**config.mk**
```make
export PLATFORM = sky130hd
export DESIGN_NAME = psu_row_ctrl
export DESIGN_NICKNAME = d
export VERILOG_FILES = /design/src/hw/rtl/psu_pkg.sv /design/src/hw/rtl/psu_row_ctrl.sv
export SDC_FILE = /design/constraint.sdc
export NUM_CORES = 1
export LEC_CHECK = 0
export ABC_AREA = 1
export BUFFER_PORTS_ARGS = -buffer_cell sky130_fd_sc_hd__buf_2
export CELL_PAD_IN_SITES_DETAIL_PLACEMENT = 1
export CELL_PAD_IN_SITES_GLOBAL_PLACEMENT = 2
export CORE_UTILIZATION = 34
export DETAILED_ROUTE_END_ITERATION = 6
export HOLD_SLACK_MARGIN = 0.1
export PLACE_DENSITY_LB_ADDON = 0.1
export SYNTH_ARGS = -nofsm -noshare
export SYNTH_HDL_FRONTEND = slang
export SYNTH_SLANG_ARGS = --single-unit
```
**constraint.sdc**
```tcl
create_clock -name clock -period 5.95 [get_ports clock]
set_clock_uncertainty 0.05 [all_clocks]
set_input_delay 1.19 -clock clock [delete_from_list [all_inputs] [get_ports clock]]
set_output_delay 1.19 -clock clock [all_outputs]
set_load 0.005 [all_outputs]
```
**src/hw/rtl/psu_pkg.sv**
```systemverilog
`default_nettype none

package psu_pkg;

   // Storage sizes
   localparam int ROW_BYTES_MAX   = 8192;
   localparam int PIXEL_BYTES_MAX = 8;

   // Field and register widths
   localparam int BYTE_W = 8;
   localparam int BPP_W  = 4;
   localparam int LEN_W  = 14;
   localparam int COL_W  = (ROW_BYTES_MAX > 1) ? $clog2(ROW_BYTES_MAX) : 1;
   localparam int CNT_W  = $clog2(ROW_BYTES_MAX + 1);
   localparam int HIST_W = (PIXEL_BYTES_MAX > 1) ? $clog2(PIXEL_BYTES_MAX) : 1;

   // Register indexes on the csr port
   localparam logic CSR_BPP = 1'b0;
   localparam logic CSR_LEN = 1'b1;

   // Highest valid filter code on the wire
   localparam logic [BYTE_W-1:0] FILTER_CODE_MAX = 8'd4;

   // Row filter, with one code for an invalid filter byte
   typedef enum logic [2:0] {
      FILT_NONE,
      FILT_SUB,
      FILT_UP,
      FILT_AVG,
      FILT_PAETH,
      FILT_BAD
   } filt_code_type;

   // One request held between the row control and the reconstruction stage
   typedef struct packed {
      logic              is_data;
      logic              clear_hist;
      logic              first_row;
      logic              last;
      filt_code_type     filt;
      logic [COL_W-1:0]  col;
      logic [BYTE_W-1:0] data;
   } item_type;

endpackage

`default_nettype wire

```
**src/hw/rtl/psu_row_ctrl.sv**
```systemverilog
`default_nettype none

module psu_row_ctrl (
   input  wire logic                       clock,
   input  wire logic                       reset,
   input  wire logic                       req_valid,
   input  wire logic [psu_pkg::BYTE_W-1:0] req_data_byte,
   input  wire logic                       req_first_of_image,
   output logic                            req_stall,
   input  wire logic [psu_pkg::LEN_W-1:0]  row_length,
   input  wire logic                       advance,
   output logic                            item_valid_ff,
   output psu_pkg::item_type               item_ff,
   output logic                            rd_en,
   output logic [psu_pkg::COL_W-1:0]       rd_addr
);

   logic [psu_pkg::CNT_W-1:0] col_cnt_ff, col_cnt_in, col_cnt_eff;
   logic                      first_row_ff, first_row_in, first_row_eff;
   psu_pkg::filt_code_type    row_filter_ff, row_filter_in;
   logic                      item_valid_in;
   psu_pkg::item_type         item_in;
   logic [psu_pkg::CNT_W-1:0] len_eff;
   logic [psu_pkg::CNT_W-1:0] col_next;
   logic                      accept;

   // The stage takes a request whenever none is held or its held one moves on
   assign req_stall = item_valid_ff && !advance;
   assign accept    = req_valid && !req_stall;

   // Clamp the row length to 1 .. ROW_BYTES_MAX
   always_comb begin
      if (row_length == '0) begin
         len_eff = psu_pkg::CNT_W'(1);
      end else if (psu_pkg::CNT_W'(row_length) > psu_pkg::CNT_W'(psu_pkg::ROW_BYTES_MAX)) begin
         len_eff = psu_pkg::CNT_W'(psu_pkg::ROW_BYTES_MAX);
      end else begin
         len_eff = psu_pkg::CNT_W'(row_length);
      end
   end

   // Column bookkeeping and request capture
   always_comb begin
      col_cnt_eff   = req_first_of_image ? '0 : col_cnt_ff;
      first_row_eff = req_first_of_image ? 1'b1 : first_row_ff;
      col_next      = col_cnt_eff;

      col_cnt_in    = col_cnt_ff;
      first_row_in  = first_row_ff;
      row_filter_in = row_filter_ff;

      item_in.is_data    = (col_cnt_eff != '0);
      item_in.clear_hist = req_first_of_image;
      item_in.first_row  = first_row_eff;
      item_in.filt       = row_filter_ff;
      item_in.col        = psu_pkg::COL_W'(col_cnt_eff - psu_pkg::CNT_W'(1));
      item_in.last       = (col_next >= len_eff);
      item_in.data       = req_data_byte;

      if (accept) begin
         if (col_cnt_eff == '0) begin
            // filter byte opens the row
            if (req_data_byte > psu_pkg::FILTER_CODE_MAX) begin
               row_filter_in = psu_pkg::FILT_BAD;
            end else begin
               row_filter_in = psu_pkg::filt_code_type'(req_data_byte[2:0]);
            end
            col_cnt_in   = psu_pkg::CNT_W'(1);
            first_row_in = first_row_eff;
         end else if (item_in.last) begin
            col_cnt_in   = '0;
            first_row_in = 1'b0;
         end else begin
            col_cnt_in   = col_cnt_eff + psu_pkg::CNT_W'(1);
            first_row_in = first_row_eff;
         end
      end
   end

   // Fetch the byte above for data requests only
   assign rd_en   = accept && item_in.is_data;
   assign rd_addr = item_in.col;

   // Hold the request until the reconstruction stage takes it
   always_comb begin
      if (accept) begin
         item_valid_in = 1'b1;
      end else if (advance) begin
         item_valid_in = 1'b0;
      end else begin
         item_valid_in = item_valid_ff;
      end
   end

   always_ff @(posedge clock) begin
      if (reset) begin
         col_cnt_ff    <= '0;
         first_row_ff  <= 1'b1;
         row_filter_ff <= psu_pkg::FILT_NONE;
         item_valid_ff <= 1'b0;
      end else begin
         col_cnt_ff    <= col_cnt_in;
         first_row_ff  <= first_row_in;
         row_filter_ff <= row_filter_in;
         item_valid_ff <= item_valid_in;
      end
   end

   always_ff @(posedge clock) begin
      if (accept) begin
         item_ff <= item_in;
      end
   end

endmodule

`default_nettype wire

```
# Word level (Yosys, flattened, before mapping)

Index checks and enable logic that the tools add are counted.

Bits in registers: 47
Output and inout port bits: 44
Word-level logic and storage cells: 37

Add/subtract/negate cells: 2
Order comparisons: 3
Multiplexer cells: 11
Reductions and logical operators: 10

Operators by type and width:

| cell                                                           | count |
|---|---|
| two-way mux 14 bit                                             | 5 |
| logical NOT 14 bit                                             | 2 |
| adder 14 x 1 -> 14 bit (second input constant)                 | 1 |
| >= comparator 14 bit                                           | 1 |
| greater-than comparator 14 bit (second input constant)         | 1 |
| nonzero test 14 bit                                            | 1 |
| subtractor 13 x 1 -> 13 bit (second input constant)            | 1 |
| greater-than comparator 8 x 3 -> 1 bit (second input constant) | 1 |
| two-way mux 1 bit                                              | 5 |
| logical AND 1 bit                                              | 3 |
| two-way mux 3 bit                                              | 1 |
| logical NOT 1 bit                                              | 2 |
| AND reduction 2 bit                                            | 1 |
| nonzero test 2 bit                                             | 1 |

# Depth between registers and ports, before layout

Depth in word-level cells: 6
Gate-level depth with buffers: 20

# Worst setup path before layout

No wires, ideal clock.

Path type: in2out
Start point: input port req_first_of_image
End point: output port rd_addr[10] (netlist name)
Arrival time: 2.362 ns
Required time: 4.710 ns
Path slack: 2.348 ns
Cell stages on the path: 9
Path buffers: 2
Cell sequence: buf_6 > nor2_1 > inv_1 > ha_1 > inv_1 > nor3_2 > nand3_1 > xor2_1 > buf_4

RTL lines:

| element         | line               | RTL |
|---|---|---|
| start, declared | psu_row_ctrl.sv:8  | `input wire logic req_first_of_image,` |
| end, declared   | psu_row_ctrl.sv:15 | `output logic [psu_pkg::COL_W-1:0] rd_addr` |

# Final worst setup path

Start point: input port req_first_of_image
End point: output port rd_addr[12] (netlist name)

Longest elaborated chain between the ends: 2

RTL lines:

| element                     | line               | RTL |
|---|---|---|
| two-way mux 14 bit          | psu_row_ctrl.sv:44 | `col_cnt_eff = req_first_of_image ? '0 : col_cnt_ff;` |
| subtractor 13 x 1 -> 13 bit | psu_row_ctrl.sv:56 | `item_in.col = psu_pkg::COL_W'(col_cnt_eff - psu_pkg::CNT_W'(1));` |

No other way between the ends.

==> flow_metrics.py <==
metrics = {
    "status": {
        "status": "finished clean",
    },
    "grt": {
        "grt-ovfl-total": 0,
        "antenna_found_initial": 0,
        "grt_usage_pct": 17.3,
        "grt_pass1_vias": 2684,
        "grt_pass1_wl_um": 13000,
        "grt_max_degree": 44,
    },
    "timing": {
        "finalSetupTns_ns": 0,
        "rsz0062_at_grt": "no",
        "hold_viol_final": 0,
        "report.final.slew_viol_count": 0,
        "slew_headroom_pct": 57.3,
        "setup_violations": 0,
        "fmax_ghz": 0.240,
        "min_period_ns": 4.17,
        "period_share_pct": 70.1,
        "tightestPinTransition_ns": 0.639,
    },
    "final_layout": {
        "stdcell_count": 538,
        "syn_to_final_growth_pct": 14.3,
        "utilization_pct": 40.1,
        "fin_nets": 473,
        "drive_above_1_share_pct": 26.0,
        "diodes": 0,
    },
    "logic_synthesis": {
        "synth_edf_count": 28,
        "ys_async_sr_fraction_pct": 0,
        "synth_nets": 417,
        "yosys.cell_count.top_type": "nand2_1",
        "synth.area.top_cells": "edfxtp_1 27%, dfxtp_1 12%, nand2_1 11%",
        "yosys.area.top_type": "edfxtp_1",
        "yosys_warnings": 0,
        "synthFlopType": "edfxtp_1",
        "seq_area_frac_synth_pct": 39.9,
        "synth.cell_area_um2": 3060,
        "yosys-top-cells-count": "91 x nand2_1, 53 x inv_1, 30 x nand3_1",
        "syn_inst": 373,
        "synth.top_cell.area_share_pct": 27.5,
        "synth_cell_type_count": 34,
        "ys_ff_latch": 47,
        "syn_avg_cell_area_um2": 8.20,
    },
    "drt": {
        "firstDrtPassIters": 4,
        "vias_per_cell": 4.76,
        "routed_wirelength_um": 7600,
        "wire_per_inst_um": 14.1,
        "postRouteAntennaNets": 0,
        "drt-initial-drc-count": 98,
        "via_count": 2560,
        "drc": 0,
    },
    "power_and_ir_drop": {
        "p_comb_share_pct": 12.5,
        "seqPwrFrac_pct": 52.5,
        "p_int_uw": 518,
        "p_leak_nw": 1.70,
        "clockPowerShare_pct": 35.0,
        "swShare_pct": 25.3,
        "vdd_drop_max_uv": 80.9,
        "p_switching_uw": 176,
        "power_density_nw_per_um2": 198,
    },
    "floorplan": {
        "die_area_um2": 9380,
        "core_um2": 8720,
        "die_w_um": 96.9,
        "io_pins": 71,
        "start_util_pct": 35.1,
        "die_h_um": 96.9,
        "rows": 34,
    },
    "placed_design": {
        "place_inst": 530,
        "place_congestion": 0.733,
        "dpl.hpwl_um": 5960,
        "port_buffers": 70,
    },
    "clock_network": {
        "clock_path_buffers": 2,
        "cts_resized": 0,
        "root_buffer": "clkbuf_8",
        "clkSlewWorstSetupHoldPaths_ns": 0.09,
        "post_cts_buffers": 0,
        "hold_buffers": 0,
        "numCtsBuffers": 5,
        "cts_tree": "built",
        "clock_latency_ns": 0.31,
        "cts_sinks": 47,
        "cts.htree.levels": 2,
    },
    "setup_path": {
        "critPathRequiredTime_ns": 4.71,
        "startpoint_type": "primary input",
        "critPathMaxFanout": 9,
        "path_class": "in -> out",
        "crit_path_end_kind": "output pin",
        "arrival_ns": 2.93,
    },
    "run": {
        "cap_viol_max_count": 0,
    },
    "hold_path": {
        "hold_path.class": "reg -> reg",
    },
}
-- through the flow --
step / power [mW] / cell area, µm² / setup WS, ns / hold slack (ns)
after floorplan: 0.430 / 3060 / 2.35 / 0.358
after global placement: 0.458 / 3380 / 1.76 / 0.365
after detailed placement: 0.461 / 3380 / 1.75 / 0.370
after CTS: 0.702 / 3500 / 1.74 / 0.394
after global routing: 0.724 / 3500 / 1.55 / 0.407
final: 0.693 / 3500 / 1.78 / 0.392
-- worst paths after layout --
path | from | endpoint | slack [ns] | cells after the start
hold / removal | row_filter_ff[2] | item_ff[23] | 0.39 | 0
setup reg to reg | col_cnt_ff[10] | col_cnt_ff[4] | 3.49 | 12
hold reg to reg | row_filter_ff[2] | item_ff[23] | 0.39 | 0
setup / recovery | req_first_of_image | rd_addr[12] | 1.78 | 9
-- layer usage --
| layer | part of all wire (%) | wire length (µm) | GRT usage [%] |
|---|---|---|---|
| met5 | 0 | 0 | 0 |
| met4 | 1.9 | 144 | 5.51 |
| met3 | 3.0 | 229 | 2.53 |
| met2 | 49 | 3740 | 30.6 |
| met1 | 46 | 3490 | 21.6 |
-- cells in the final DEF, fill, tap and decap left out, types with 3 or more instances in the layout --
| cell | netlist | routed |
|---|---|---|
| o21ai_1 | 5 | 5 |
| nor2_1 | 25 | 25 |
| clkbuf_8 | 0 | 5 |
| buf_2 | 2 | 70 |
| nand3_2 | 6 | 6 |
| nor2_4 | 8 | 8 |
| ha_1 | 17 | 17 |
| nand2_1 | 91 | 91 |
| a21oi_1 | 22 | 22 |
| inv_1 | 53 | 53 |
| o21ai_0 | 3 | 3 |
| nand4_1 | 6 | 6 |
| nand2_2 | 5 | 5 |
| nand3_1 | 30 | 30 |
| edfxtp_1 | 28 | 28 |
| dfxtp_1 | 19 | 19 |
| xor2_1 | 15 | 15 |
-- worst max-delay path, stage by stage --
cell and delay, ns:
buf_2 0.28, nor2_1 0.12, inv_1 0.27, ha_1 0.21, inv_1 0.08, nor2_1 0.28
nand2_1 0.12, xor2_1 0.22, buf_2 0.16
-- area by class of cell --
class,count,area (µm²)
Multi-Input combinational cell,249,1460
Tap cell,108,135
Sequential cell,47,1220
Clock inverter,3,43.8
Inverter,55,211
Fill cell,1063,5230
Timing Repair Buffer,71,358
Clock buffer,5,68.8
-- power groups by stage --
stage,logic [mW],clock network (mW),registers (mW)
2_1_floorplan,0.0567,0,0.373
3_3_place_gp,0.0866,0,0.371
6_report,0.0866,0.243,0.364
3_5_place_dp,0.0884,0,0.372
4_1_cts,0.0888,0.249,0.365
5_1_grt,0.0978,0.260,0.366
-- flip-flops by register name, indices dropped and copies added (netlist names) --
register       count
first_row_ff       1
item_ff           28
item_valid_ff      1
row_filter_ff      3
col_cnt_ff        14
-- kinds of logic (layout without fill, tap and decap cells) --
family	Yosys count	count (layout)	share of synthesized area, %
AND/OR/NAND/NOR	183	183	30.1
buffers and inverters	77	134	12.4
flip-flops	47	47	39.9
AO/OA/AOI/OAI	34	34	6.30
adder cells (fa/ha/maj)	17	17	6.95
XOR/XNOR	15	15	4.29
No activity file was read; power rests on OpenSTA's default activity.
