File: src/hw/rtl/psu_pkg.sv
`default_nettype none

package psu_pkg;

   // Storage sizes
   localparam int ROW_BYTES_MAX   = 8192;
   localparam int PIXEL_BYTES_MAX = 8;

   // Field and register widths
   localparam int BYTE_W = 8;
   localparam int BPP_W  = 4;
   localparam int LEN_W  = 14;
   localparam int COL_W  = (ROW_BYTES_MAX > 1) ? $clog2(ROW_BYTES_MAX) : 1;
   localparam int CNT_W  = $clog2(ROW_BYTES_MAX + 1);
   localparam int HIST_W = (PIXEL_BYTES_MAX > 1) ? $clog2(PIXEL_BYTES_MAX) : 1;

   // Register indexes on the csr port
   localparam logic CSR_BPP = 1'b0;
   localparam logic CSR_LEN = 1'b1;

   // Highest valid filter code on the wire
   localparam logic [BYTE_W-1:0] FILTER_CODE_MAX = 8'd4;

   // Row filter, with one code for an invalid filter byte
   typedef enum logic [2:0] {
      FILT_NONE,
      FILT_SUB,
      FILT_UP,
      FILT_AVG,
      FILT_PAETH,
      FILT_BAD
   } filt_code_type;

   // One request held between the row control and the reconstruction stage
   typedef struct packed {
      logic              is_data;
      logic              clear_hist;
      logic              first_row;
      logic              last;
      filt_code_type     filt;
      logic [COL_W-1:0]  col;
      logic [BYTE_W-1:0] data;
   } item_type;

endpackage

`default_nettype wire

File: src/hw/rtl/psu_recon.sv
`default_nettype none

module psu_recon (
   input  wire logic                       clock,
   input  wire logic                       reset,
   input  wire logic                       item_valid,
   input  wire psu_pkg::item_type          item,
   input  wire logic [psu_pkg::BYTE_W-1:0] above_byte,
   input  wire logic [psu_pkg::BPP_W-1:0]  pixel_dist,
   output logic                            advance,
   output logic                            wr_en,
   output logic [psu_pkg::COL_W-1:0]       wr_addr,
   output logic [psu_pkg::BYTE_W-1:0]      wr_data,
   output logic                            rsp_valid,
   input  wire logic                       rsp_stall,
   output logic [psu_pkg::BYTE_W-1:0]      rsp_pixel_byte,
   output logic                            rsp_row_end,
   output logic                            rsp_bad_filter
);

   logic [psu_pkg::BYTE_W-1:0] left_ff [psu_pkg::PIXEL_BYTES_MAX];
   logic [psu_pkg::BYTE_W-1:0] left_in [psu_pkg::PIXEL_BYTES_MAX];
   logic [psu_pkg::BYTE_W-1:0] ul_ff   [psu_pkg::PIXEL_BYTES_MAX];
   logic [psu_pkg::BYTE_W-1:0] ul_in   [psu_pkg::PIXEL_BYTES_MAX];

   logic                        rsp_valid_ff, rsp_valid_in;
   logic [psu_pkg::BYTE_W-1:0]  pixel_ff;
   logic                        row_end_ff, bad_ff;

   logic [psu_pkg::BPP_W-1:0]   bpp_eff;
   logic [psu_pkg::HIST_W-1:0]  hidx;
   logic                        has_left;
   logic [psu_pkg::BYTE_W-1:0]  a, b, c, pred, recon;
   logic [psu_pkg::BYTE_W:0]    avg_sum;
   logic                        bad;

   // Paeth predictor: ties go to left, then above, then above-left
   function automatic logic [psu_pkg::BYTE_W-1:0] paeth_pred(
      input logic [psu_pkg::BYTE_W-1:0] pa_in,
      input logic [psu_pkg::BYTE_W-1:0] pb_in,
      input logic [psu_pkg::BYTE_W-1:0] pc_in
   );
      logic [psu_pkg::BYTE_W+1:0] da, db, dc, ab, cc;
      logic [psu_pkg::BYTE_W-1:0] pick;
      da = (pb_in > pc_in) ? {2'b00, pb_in - pc_in} : {2'b00, pc_in - pb_in};
      db = (pa_in > pc_in) ? {2'b00, pa_in - pc_in} : {2'b00, pc_in - pa_in};
      ab = {2'b00, pa_in} + {2'b00, pb_in};
      cc = {1'b0, pc_in, 1'b0};
      dc = (ab > cc) ? ab - cc : cc - ab;
      if (da <= db && da <= dc) begin
         pick = pa_in;
      end else if (db <= dc) begin
         pick = pb_in;
      end else begin
         pick = pc_in;
      end
      return pick;
   endfunction

   // Move on when no result is due or the output register is free
   assign advance = item_valid && (!item.is_data || !rsp_valid_ff || !rsp_stall);

   // Clamp the pixel distance to 1 .. PIXEL_BYTES_MAX
   always_comb begin
      if (pixel_dist == '0) begin
         bpp_eff = psu_pkg::BPP_W'(1);
      end else if (pixel_dist > psu_pkg::BPP_W'(psu_pkg::PIXEL_BYTES_MAX)) begin
         bpp_eff = psu_pkg::BPP_W'(psu_pkg::PIXEL_BYTES_MAX);
      end else begin
         bpp_eff = pixel_dist;
      end
   end

   // Neighbours and prediction
   always_comb begin
      hidx     = psu_pkg::HIST_W'(bpp_eff - psu_pkg::BPP_W'(1));
      has_left = (item.col >= psu_pkg::COL_W'(bpp_eff));
      b        = item.first_row ? '0 : above_byte;
      a        = has_left ? left_ff[hidx] : '0;
      c        = (has_left && !item.first_row) ? ul_ff[hidx] : '0;
      avg_sum  = {1'b0, a} + {1'b0, b};
      bad      = 1'b0;
      case (item.filt)
         psu_pkg::FILT_NONE:  pred = '0;
         psu_pkg::FILT_SUB:   pred = a;
         psu_pkg::FILT_UP:    pred = b;
         psu_pkg::FILT_AVG:   pred = avg_sum[psu_pkg::BYTE_W:1];
         psu_pkg::FILT_PAETH: pred = paeth_pred(a, b, c);
         default: begin
            pred = '0;
            bad  = 1'b1;
         end
      endcase
      recon = item.data + pred;
   end

   // Write the row back in place of the one above
   assign wr_en   = advance && item.is_data;
   assign wr_addr = item.col;
   assign wr_data = recon;

   // Shift the histories, or drop them at the start of an image
   always_comb begin
      for (int i = 0; i < psu_pkg::PIXEL_BYTES_MAX; i++) begin
         left_in[i] = left_ff[i];
         ul_in[i]   = ul_ff[i];
      end
      if (advance && item.clear_hist) begin
         for (int i = 0; i < psu_pkg::PIXEL_BYTES_MAX; i++) begin
            left_in[i] = '0;
            ul_in[i]   = '0;
         end
      end else if (wr_en) begin
         for (int i = 1; i < psu_pkg::PIXEL_BYTES_MAX; i++) begin
            left_in[i] = left_ff[i-1];
            ul_in[i]   = ul_ff[i-1];
         end
         left_in[0] = recon;
         ul_in[0]   = b;
      end
   end

   always_ff @(posedge clock) begin
      if (reset) begin
         for (int i = 0; i < psu_pkg::PIXEL_BYTES_MAX; i++) begin
            left_ff[i] <= '0;
            ul_ff[i]   <= '0;
         end
      end else begin
         for (int i = 0; i < psu_pkg::PIXEL_BYTES_MAX; i++) begin
            left_ff[i] <= left_in[i];
            ul_ff[i]   <= ul_in[i];
         end
      end
   end

   // Output register
   always_comb begin
      if (wr_en) begin
         rsp_valid_in = 1'b1;
      end else if (!rsp_stall) begin
         rsp_valid_in = 1'b0;
      end else begin
         rsp_valid_in = rsp_valid_ff;
      end
   end

   always_ff @(posedge clock) begin
      if (reset) begin
         rsp_valid_ff <= 1'b0;
      end else begin
         rsp_valid_ff <= rsp_valid_in;
      end
   end

   always_ff @(posedge clock) begin
      if (wr_en) begin
         pixel_ff   <= recon;
         row_end_ff <= item.last;
         bad_ff     <= bad;
      end
   end

   assign rsp_valid      = rsp_valid_ff;
   assign rsp_pixel_byte = pixel_ff;
   assign rsp_row_end    = row_end_ff;
   assign rsp_bad_filter = bad_ff;

endmodule

`default_nettype wire

File: config.mk
export PLATFORM = sky130hd
export DESIGN_NAME = psu_recon
export DESIGN_NICKNAME = d
export VERILOG_FILES = /design/src/hw/rtl/psu_pkg.sv /design/src/hw/rtl/psu_recon.sv
export SDC_FILE = /design/constraint.sdc
export NUM_CORES = 1
export LEC_CHECK = 0
export BUFFER_PORTS_ARGS = -buffer_cell sky130_fd_sc_hd__buf_2
export CORE_MARGIN = 2
export CORE_UTILIZATION = 55
export DETAILED_ROUTE_END_ITERATION = 8
export PLACE_DENSITY = 0.77
export SYNTH_ARGS = -nofsm -noshare
export SYNTH_HDL_FRONTEND = slang
export SYNTH_SLANG_ARGS = --single-unit
File: constraint.sdc
create_clock -name clock -period 11.8 [get_ports clock]
set_input_delay 0.59 -clock clock [delete_from_list [all_inputs] [get_ports clock]]
set_output_delay 0.59 -clock clock [all_outputs]
set_load 0.02 [all_outputs]
After elaboration in Yosys (flattened, before gate mapping)
Memories as Yosys holds them, arrays and structs flattened. Cells that the tools add are included. Widths: inputs -> output; s select.

Register bits: 11. Memory bits (writable): 128. Input port bits: 44. Output and inout bits: 34. Word-level logic and storage cells: 98. Memories: 2.

Memories: left_ff (depth 8, bits a word 8, rd ports 8, clocked after memory_dff 0, wr ports 8, line psu_recon.sv:21) `logic [psu_pkg::BYTE_W-1:0] left_ff [psu_pkg::PIXEL_BYTES_MAX];`; ul_ff (depth 8, bits a word 8, rd ports 8, clocked after memory_dff 0, wr ports 8, line psu_recon.sv:23) `logic [psu_pkg::BYTE_W-1:0] ul_ff [psu_pkg::PIXEL_BYTES_MAX];`.

Add/subtract/negate cells: 10. Magnitude comparators: 8. Equal/unequal tests: 6. Multiplexer cells: 37. Bitwise gates (word level): 16. Reductions and logical operators: 15.

Operators by type and width (count): $mux 64 (4); $mux 8 (23); $pmux 8 s4 (1); $sub 8x8->8 (4); $le 8x10->1 (2); $sub 9x9->10 (2); $add 8x8->9 (2); $gt 8x8->1 (2); $or 1x1->1 (16); $ge 13x4->1 (1); $mux 10 (1); $gt 9x9->1 (1); $add 8x8->8 (1); $le 8x8->1 (1); $mux 4 (2); $eq 3x2->1 const B (2); $mux 1 (6); $logic_and 1x1->1 (5); $reduce_or 5->1 (1); $gt 4x4->1 const B (1); $logic_not 1->1 (4); $logic_not 4->1 (1); $ne 2x2->1 const B (2); $eq 3x1->1 const B (1); other kinds (5) (6).

Logic depth before layout (Yosys ltp)
Gate-level depths: netlist of the first run. An unclocked memory read counts as a cell.

Word-level depth: 17. Gate-level depth with buffers: 58. Depth with buffers taken out: 47.

Worst setup path before layout of the first run
Ideal clock, no wire load.

Kind: input -> output. From: in pixel_dist[2] (netlist name). To: out wr_data[7] (netlist name). Arrival: 10.988 ns. Data required time: 11.210 ns. Path slack: 0.222 ns. Cell stages on the path: 52. Buffers on the path: 11. Cells stage by stage: o21ba_2 nor2_4 inv_2 clkbuf_1 ha_1 buf_2 buf_2 buf_1 clkbuf_1 clkbuf_1 mux4_2 nand2_1 a21oi_1 ha_1 maj3_1 a21oi_1 o21bai_1 a21oi_1 [16 not listed] nor2_1 and3_1 nor2b_1 a211o_1 and3_1 clkbuf_2 buf_2 a21oi_2 o221ai_1 ha_1 a21o_1 a21oi_1 o21bai_1 a21oi_1 o21bai_1 a21oi_1 xnor2_1 xor2_1.

Word-level cells in the longest chain between the ends: 14. Elaborated cells on any way between the ends: 33. Classes of those cells: add/sub: 10; order compare: 8; mux: 10; reduce/logical: 3; memory: 2.

Ends and longest elaborated chain: start: declaration (line psu_recon.sv:9) `input wire logic [psu_pkg::BPP_W-1:0] pixel_dist,`; $gt 4x4->1 (line psu_recon.sv:67) `end else if (pixel_dist > psu_pkg::BPP_W'(psu_pkg::PIXEL_BYTES_MAX)) begin`; $mux 4 (line psu_recon.sv:67); $mux 4 * (line psu_recon.sv:65) `if (pixel_dist == '0) begin`; $sub 3x1->3 (line psu_recon.sv:76) `hidx = psu_pkg::HIST_W'(bpp_eff - psu_pkg::BPP_W'(1));`; $mem_v2 8x8; $mux 8 (line psu_recon.sv:79) `a = has_left ? left_ff[hidx] : '0;`; $add 8x8->9 (line psu_recon.sv:47, psu_recon.sv:81); $sub 9x9->10 / $gt 9x9->1 (equally long branches) (line psu_recon.sv:49) `dc = (ab > cc) ? ab - cc : cc - ab;`; $mux 10 (line psu_recon.sv:49); $le 8x10->1, on equally long branches (line psu_recon.sv:52, psu_recon.sv:50); $mux 8 / $logic_and 1x1->1 (equally long branches) (line psu_recon.sv:52, psu_recon.sv:50); $mux 8 (line psu_recon.sv:50) `if (da <= db && da <= dc) begin`; $pmux 8 s4 * (line psu_recon.sv:83) `case (item.filt)`; $add 8x8->8 * (line psu_recon.sv:94) `recon = item.data + pred;`; end: declaration (line psu_recon.sv:13) `output logic [psu_pkg::BYTE_W-1:0] wr_data,`.

Every way passes the cells marked *; elsewhere a longest branch is shown, timed or not.

Final worst setup path of the first run
Same ends and word-level chain as after synthesis.

==> results of run 1 <==
[timing repair]
item                       4_1_cts  5_1_grt
setup buffers                    0        0
setup endpoints to repair        0        1
resized for setup                0        3
[sequential cells by signal, summed over array words and instances (netlist names)]
register / flops
left_ff: 64
rsp_valid: 1
rsp_bad_filter: 1
rsp_row_end: 1
ul_ff: 64
rsp_pixel_byte: 8
[final cells by class]
type | count | area [µm²]
multi-input cells | 693 | 5800
fillers | 1364 | 6170
well taps | 220 | 275
repair buffers | 89 | 475
flip-flops and latches | 139 | 3040
clock buffers | 19 | 433
clock inverters | 13 | 175
inverters | 71 | 267
[placed cells by master (no fill, tap or decap), types with 22 or more instances in the layout]
| cell | netlist | layout |
|---|---|---|
| xnor2_1 | 26 | 26 |
| edfxtp_1 | 26 | 26 |
| nor2_1 | 22 | 22 |
| buf_2 | 4 | 77 |
| a22o_1 | 102 | 102 |
| a21oi_1 | 61 | 60 |
| inv_1 | 69 | 69 |
| dfxtp_1 | 113 | 113 |
| o21ai_0 | 43 | 43 |
| mux4_2 | 29 | 29 |
| ha_1 | 87 | 86 |
| a21o_1 | 24 | 24 |
| nand2_1 | 72 | 72 |
[power breakdown]
group,switching (mW),internal [mW],total (mW)
clock network,0.201,0.351,0.552
logic,0.303,0.205,0.508
registers,0.00412,0.494,0.498
total,0.508,1.05,1.56
[layer usage]
layer  vias up  global-route usage (%)
li1       3688                       -
met1      3741                    39.8
met2       345                    40.9
met3        46                    6.12
met4         0                    6.78
met5         -                       0
[metrics by stage]
stage | util (%) | power [mW]
floorplan | - | 0.889
global placement | 59.2 | 1.00
detailed placement | 59.2 | 1.01
CTS | 62.9 | 1.55
global route | 62.9 | 1.64
finish | 62.9 | 1.56
[kinds of logic (layout without fill, tap and decap cells)]
| kind of cell | count (synthesis) | count (layout) | share of synthesized area [%] |
|---|---|---|---|
| AO/OA/AOI/OAI | 320 | 320 | 25.0 |
| XOR/XNOR | 35 | 35 | 3.46 |
| adder cells (fa/ha/maj) | 93 | 93 | 12.8 |
| buffers and inverters | 138 | 192 | 6.10 |
| flip-flops | 139 | 139 | 32.4 |
| multiplexers | 54 | 54 | 9.96 |
| AND/OR/NAND/NOR | 191 | 191 | 10.3 |
[worst paths after layout]
| check | start | end | cells past startpoint |
|---|---|---|---|
| worst min-delay path | item[24] | rsp_row_end | 1 |
| worst min register to register | rsp_valid | rsp_valid | 2 |
| worst max-delay path | pixel_dist[2] | wr_data[7] | 46 |
| worst max register to register | left_ff[7][0] | left_ff[0][7] | 43 |
==> impl_metrics.sql, run 1 <==
INSERT INTO impl_metrics (metric_group, metric, value, unit) VALUES
('pwr', 'leakagePower', '4.41', 'nW'),
('timing', 'rsz0062_at_grt', 'false', ''),
('clock_network', 'cts_tree', 'built', ''),
('logic_synthesis', 'synth_most_common_cell', 'dfxtp_1', ''),
('detailed_routing', 'routed-via-count', '7820', ''),
('detailed_routing', 'wl_met2', '10700', 'µm'),
('timing', 'setup_violation_total_in_the_final_timing_report', '0', ''),
('timing', 'final_worst_path_setup_slack', '871', 'ps'),
('floorplanning', 'floorplan.rows', '47', ''),
('detailed_routing', 'finalWirelength', '24300', 'µm'),
('finish', 'layout_nets', '1147', ''),
('finish', 'instances_no_fill', '1244', ''),
('floorplanning', 'core', '0.0166', 'mm²'),
('clock_network', 'htree_levels', '4', ''),
('setup_path', 'timing.setup.critical_path_class', 'input pin to output pin', ''),
('clock_network', 'clockRootBuffer', 'clkbuf_16', ''),
('grt', 'grt_first_pass_wirelength', '39000', 'µm'),
('setup_path', 'cpMostUsedCell', 'a21oi_1', ''),
('logic_synthesis', 'count_of_flip_flops_with_a_built_in_enable_after_synthesis', '26', ''),
('logic_synthesis', 'syn-cell-area', '0.00939', 'mm²'),
('clock_network', 'number_of_hold_repair_buffers_added_at_the_cts_stage', '0', ''),
('timing', 'totalNegativeSetupSlack', '0', 'ps'),
('placed_design', 'dp_slack', '802', 'ps'),
('setup_path', 'crit_arrival', '10340', 'ps'),
('grt', 'overflow', '0', ''),
('floorplanning', 'boundaryPins', '78', ''),
('detailed_routing', 'detail_route.vias_per_cell', '6.29', ''),
('grt', 'first_global_vias', '7305', ''),
('logic_synthesis', 'seq_total_area_yosys', '32.4', '%'),
('detailed_routing', 'detail_route.drc_violations', '0', ''),
('logic_synthesis', 'post_synthesis_cell_type_with_the_largest_combined_area', 'dfxtp_1', ''),
('clock_network', 'ctsLongestPathBuffers', '2', ''),
('flow_run', 'max_cap_violations', '0', ''),
('run_status', 'outcome', 'finished, final reports clean', ''),
('setup_path', 'worst_ep_required_time', '11210', 'ps'),
('setup_path', 'rrSetupSlack', '2680', 'ps'),
('floorplanning', 'floorplan.die.width', '135', 'µm'),
('placed_design', 'buffer_ports.inserted', '77', ''),
('timing', 'finClkSkew', '8.23', 'ps'),
('clock_network', 'clk_latency', '410', 'ps'),
('placed_design', 'detailed_place_hpwl', '17800', 'µm'),
('detailed_routing', 'drt.antenna.violating_nets', '0', ''),
('placed_design', 'place_area', '0.00986', 'mm²'),
('timing', 'tightest_slew', '890', 'ps'),
('timing', 'timing.slew.headroom', '40.5', '%'),
('detailed_routing', 'detailroute.wirelength.met3', '1850', 'µm'),
('logic_synthesis', 'postSynthNetCount', '1106', ''),
('detailed_routing', 'drt_first_iter_violations', '777', ''),
('pwr', 'power_density', '149', 'mW/mm²'),
('logic_synthesis', 'yosysTopAreaCellShare', '24.1', '%'),
('floorplanning', 'die_area', '0.0181', 'mm²'),
('grt', 'groute.usage.overall', '27.2', '%'),
('worst_hold_path', 'min_path_type', 'input pin to register', ''),
('clock_network', 'numClockSinks', '139', ''),
('logic_synthesis', 'yosysWarningCount', '0', ''),
('detailed_routing', 'highest_layer', 'met4', ''),
('setup_path', 'cp_slowest_cell', 'ha_2', ''),
('finish', 'layout-area-overhead-vs-synth', '11.4', '%'),
('grt', 'antenna_violations_before_repair', '0', ''),
('setup_path', 'critical_path.top_delay_family', 'compound AO/OA/AOI/OAI gates', ''),
('placed_design', 'gpl_congestion', '0.966', ''),
('floorplanning', 'initial_core_util', '56.4', '%'),
('timing', 'final_max_slew_viol_count', '0', ''),
('logic_synthesis', 'postSynth.asyncResetShare', '0', '%'),
('finish', 'n_antenna_cell', '0', ''),
('logic_synthesis', 'synth_seq_cells', '139', ''),
('timing', 'fmax', '91.5', 'MHz'),
('logic_synthesis', 'syn-mean-instance-area', '9.68', 'µm²'),
('pwr', 'vdd.ir_drop.worst', '0.000138', 'V'),
('finish', 'final_layout_size_suffix_gt1_share', '18.1', '%'),
('detailed_routing', 'drtPass1Iterations', '5', '');
Power figures use the tool's default switching activity.
==> run 2, diff against run 1 <==
- PLACE_DENSITY: 0.77 -> 0.76
==> run 2 against run 1 <==
  * Sequential share of layout area rose by 0.080 points
  * Final area fell by 0.28%
  * Final cell count barely moved
  * Die area did not move
  * Sequential power barely moved
  * Critical path depth rose by 1
  * Clock power fell by 7.4%
  * Critical path type unchanged
==> impl_metrics.sql, run 2 (synthesis gave the netlist of run 1 again) <==
INSERT INTO impl_metrics (metric_group, metric, value, unit) VALUES
('setup_path', 'cp_slowest_stage_delay', '430', 'ps'),
('clock_network', 'path_clk_slew', '60', 'ps'),
('pwr', 'leakagePower', '4.39', 'nW'),
('placed_design', 'buffer_ports.inserted', '77', ''),
('floorplanning', 'floorplan.die.width', '135', 'µm'),
('finish', 'stdcell_area', '0.0104', 'mm²'),
('finish', 'layout_common_cells', 'dfxtp_1, a22o_1, ha_1', ''),
('timing', 'final_hold_viol_count', '0', ''),
('detailed_routing', 'detail_route.drc_violations', '0', ''),
('finish', 'n_antenna_cell', '0', ''),
('timing', 'min_period_over_period', '93.6', '%'),
('finish', 'finalCoreUtilization', '62.7', '%'),
('grt', 'overflow', '0', ''),
('grt', 'groute.usage.overall', '26.8', '%'),
('clock_network', 'htree_levels', '4', ''),
('floorplanning', 'fp.dieH', '135', 'µm'),
('setup_path', 'worst_ep_required_time', '11210', 'ps'),
('timing', 'totalNegativeSetupSlack', '0', 'ps'),
('timing', 'fmax', '90.5', 'MHz'),
('clock_network', 'ctsLongestPathBuffers', '2', ''),
('placed_design', 'gpl_congestion', '0.927', ''),
('setup_path', 'cpMostUsedCell', 'a21oi_1', ''),
('grt', 'grt_first_pass_wirelength', '38400', 'µm'),
('setup_path', 'cp_slowest_cell', 'ha_1', ''),
('clock_network', 'cts_tree', 'built', ''),
('setup_path', 'kind_of_end_point_of_the_critical_path', 'output pin', ''),
('grt', 'first_global_vias', '7333', ''),
('floorplanning', 'die_area', '0.0181', 'mm²'),
('flow_run', 'max_cap_violations', '0', ''),
('pwr', 'report.power.total', '1.52', 'mW'),
('floorplanning', 'initial_core_util', '56.4', '%'),
('clock_network', 'postCtsSetupRepairBufs', '0', ''),
('worst_hold_path', 'min_path_type', 'input pin to register', ''),
('timing', 'timing.slew.headroom', '30.2', '%'),
('detailed_routing', 'routedWlPerCell', '19.3', 'µm'),
('finish', 'final_common_cell', 'dfxtp_1', ''),
('grt', 'grt_start_max_net_pins', '105', ''),
('timing', 'rsz0062_at_grt', 'false', ''),
('run_status', 'outcome', 'finished, final reports clean', ''),
('timing', 'finClkSkew', '12.8', 'ps'),
('detailed_routing', 'drt.antenna.violating_nets', '0', ''),
('detailed_routing', 'routed-via-count', '7845', ''),
('clock_network', 'cts-buffers-inserted', '17', ''),
('setup_path', 'worstPathBufferInverterCount', '3', ''),
('setup_path', 'critical_path_peak_fanout', '17', ''),
('clock_network', 'numClockSinks', '139', ''),
('setup_path', 'timing.setup.critical_path_class', 'input pin to output pin', ''),
('timing', 'tightest_slew', '1050', 'ps'),
('setup_path', 'cp-start-kind', 'input pin', ''),
('timing', 'final_max_slew_viol_count', '0', ''),
('pwr', 'vdd.ir_drop.worst', '0.000110', 'V'),
('pwr', 'power_density', '146', 'mW/mm²'),
('timing', 'period_minus_slack', '11050', 'ps'),
('timing', 'setup_violation_total_in_the_final_timing_report', '0', ''),
('finish', 'layout_nets', '1148', ''),
('floorplanning', 'boundaryPins', '78', ''),
('floorplanning', 'floorplan.rows', '47', ''),
('setup_path', 'crit_arrival', '10460', 'ps'),
('placed_design', 'place_area', '0.00986', 'mm²'),
('detailed_routing', 'drtPass1Iterations', '5', ''),
('grt', 'antenna_violations_before_repair', '1', ''),
('placed_design', 'detailed_place_hpwl', '17600', 'µm'),
('clock_network', 'clockRootBuffer', 'clkbuf_16', ''),
('clock_network', 'clk_latency', '420', 'ps'),
('detailed_routing', 'drt_first_iter_violations', '804', ''),
('detailed_routing', 'finalWirelength', '24000', 'µm'),
('setup_path', 'critical_path.top_delay_family', 'compound AO/OA/AOI/OAI gates', ''),
('detailed_routing', 'detail_route.vias_per_cell', '6.30', ''),
('floorplanning', 'core', '0.0166', 'mm²'),
('finish', 'final_layout_size_suffix_gt1_share', '18.0', '%'),
('finish', 'layout-area-overhead-vs-synth', '11.1', '%');
==> run 2: what timing repair did <==
action / in CTS / in global routing
setup endpoints to repair: 0 / 2
resized for setup: 0 / 3
hold buffers: 0 / 0
==> run 2: layout make-up <==
class                   count  area (µm²)
repair buffers             90         483
well taps                 220         275
flip-flops and latches    139        3040
inverters                  71         267
fillers                  1354        6200
clock buffers              21         450
multi-input cells         693        5800
clock inverters            11         121
==> run 2: worst register-to-register path: cells and delay by family (launching register included) <==
kind,cells,cell delay [ps]
XOR/XNOR,4,800
AND/OR/NAND/NOR,9,1570
flip-flops,1,370
multiplexers,4,970
buffers and inverters,1,90
AO/OA/AOI/OAI,20,3920
adder cells (fa/ha/maj),4,1180
==> run 2: power breakdown <==
group	internal [mW]	switching, mW
clock network	0.315	0.196
registers	0.494	0.00423
logic	0.206	0.304
total	1.02	0.504
==> run 2: worst paths after layout <==
path                        end  slack [ps]  cells past startpoint           from
hold / removal      rsp_row_end         340                      1       item[24]
hold reg to reg   left_ff[3][4]         480                      1  left_ff[2][4]
setup / recovery     wr_data[7]         750                     47  pixel_dist[2]
setup reg to reg  left_ff[0][7]        2770                     42  left_ff[5][1]
==> run 2: per-layer routing <==
layer	up-vias	routed length, µm	track usage (%)
met5	-	0	0
met4	0	805	9.47
met3	55	2290	6.01
met2	366	10300	40.8
met1	3748	10600	37.8
li1	3676	-	-
==> run 2: through the flow <==
stage | cells | worst slack [ps] | hold WS (ps)
floorplan | 970 | 222 | 443
global placement | 1213 | 1090 | 463
detailed placement | 1213 | 728 | 475
CTS | 1245 | 628 | 337
global route | 1245 | 58.3 | 339
finish | 1245 | 755 | 344
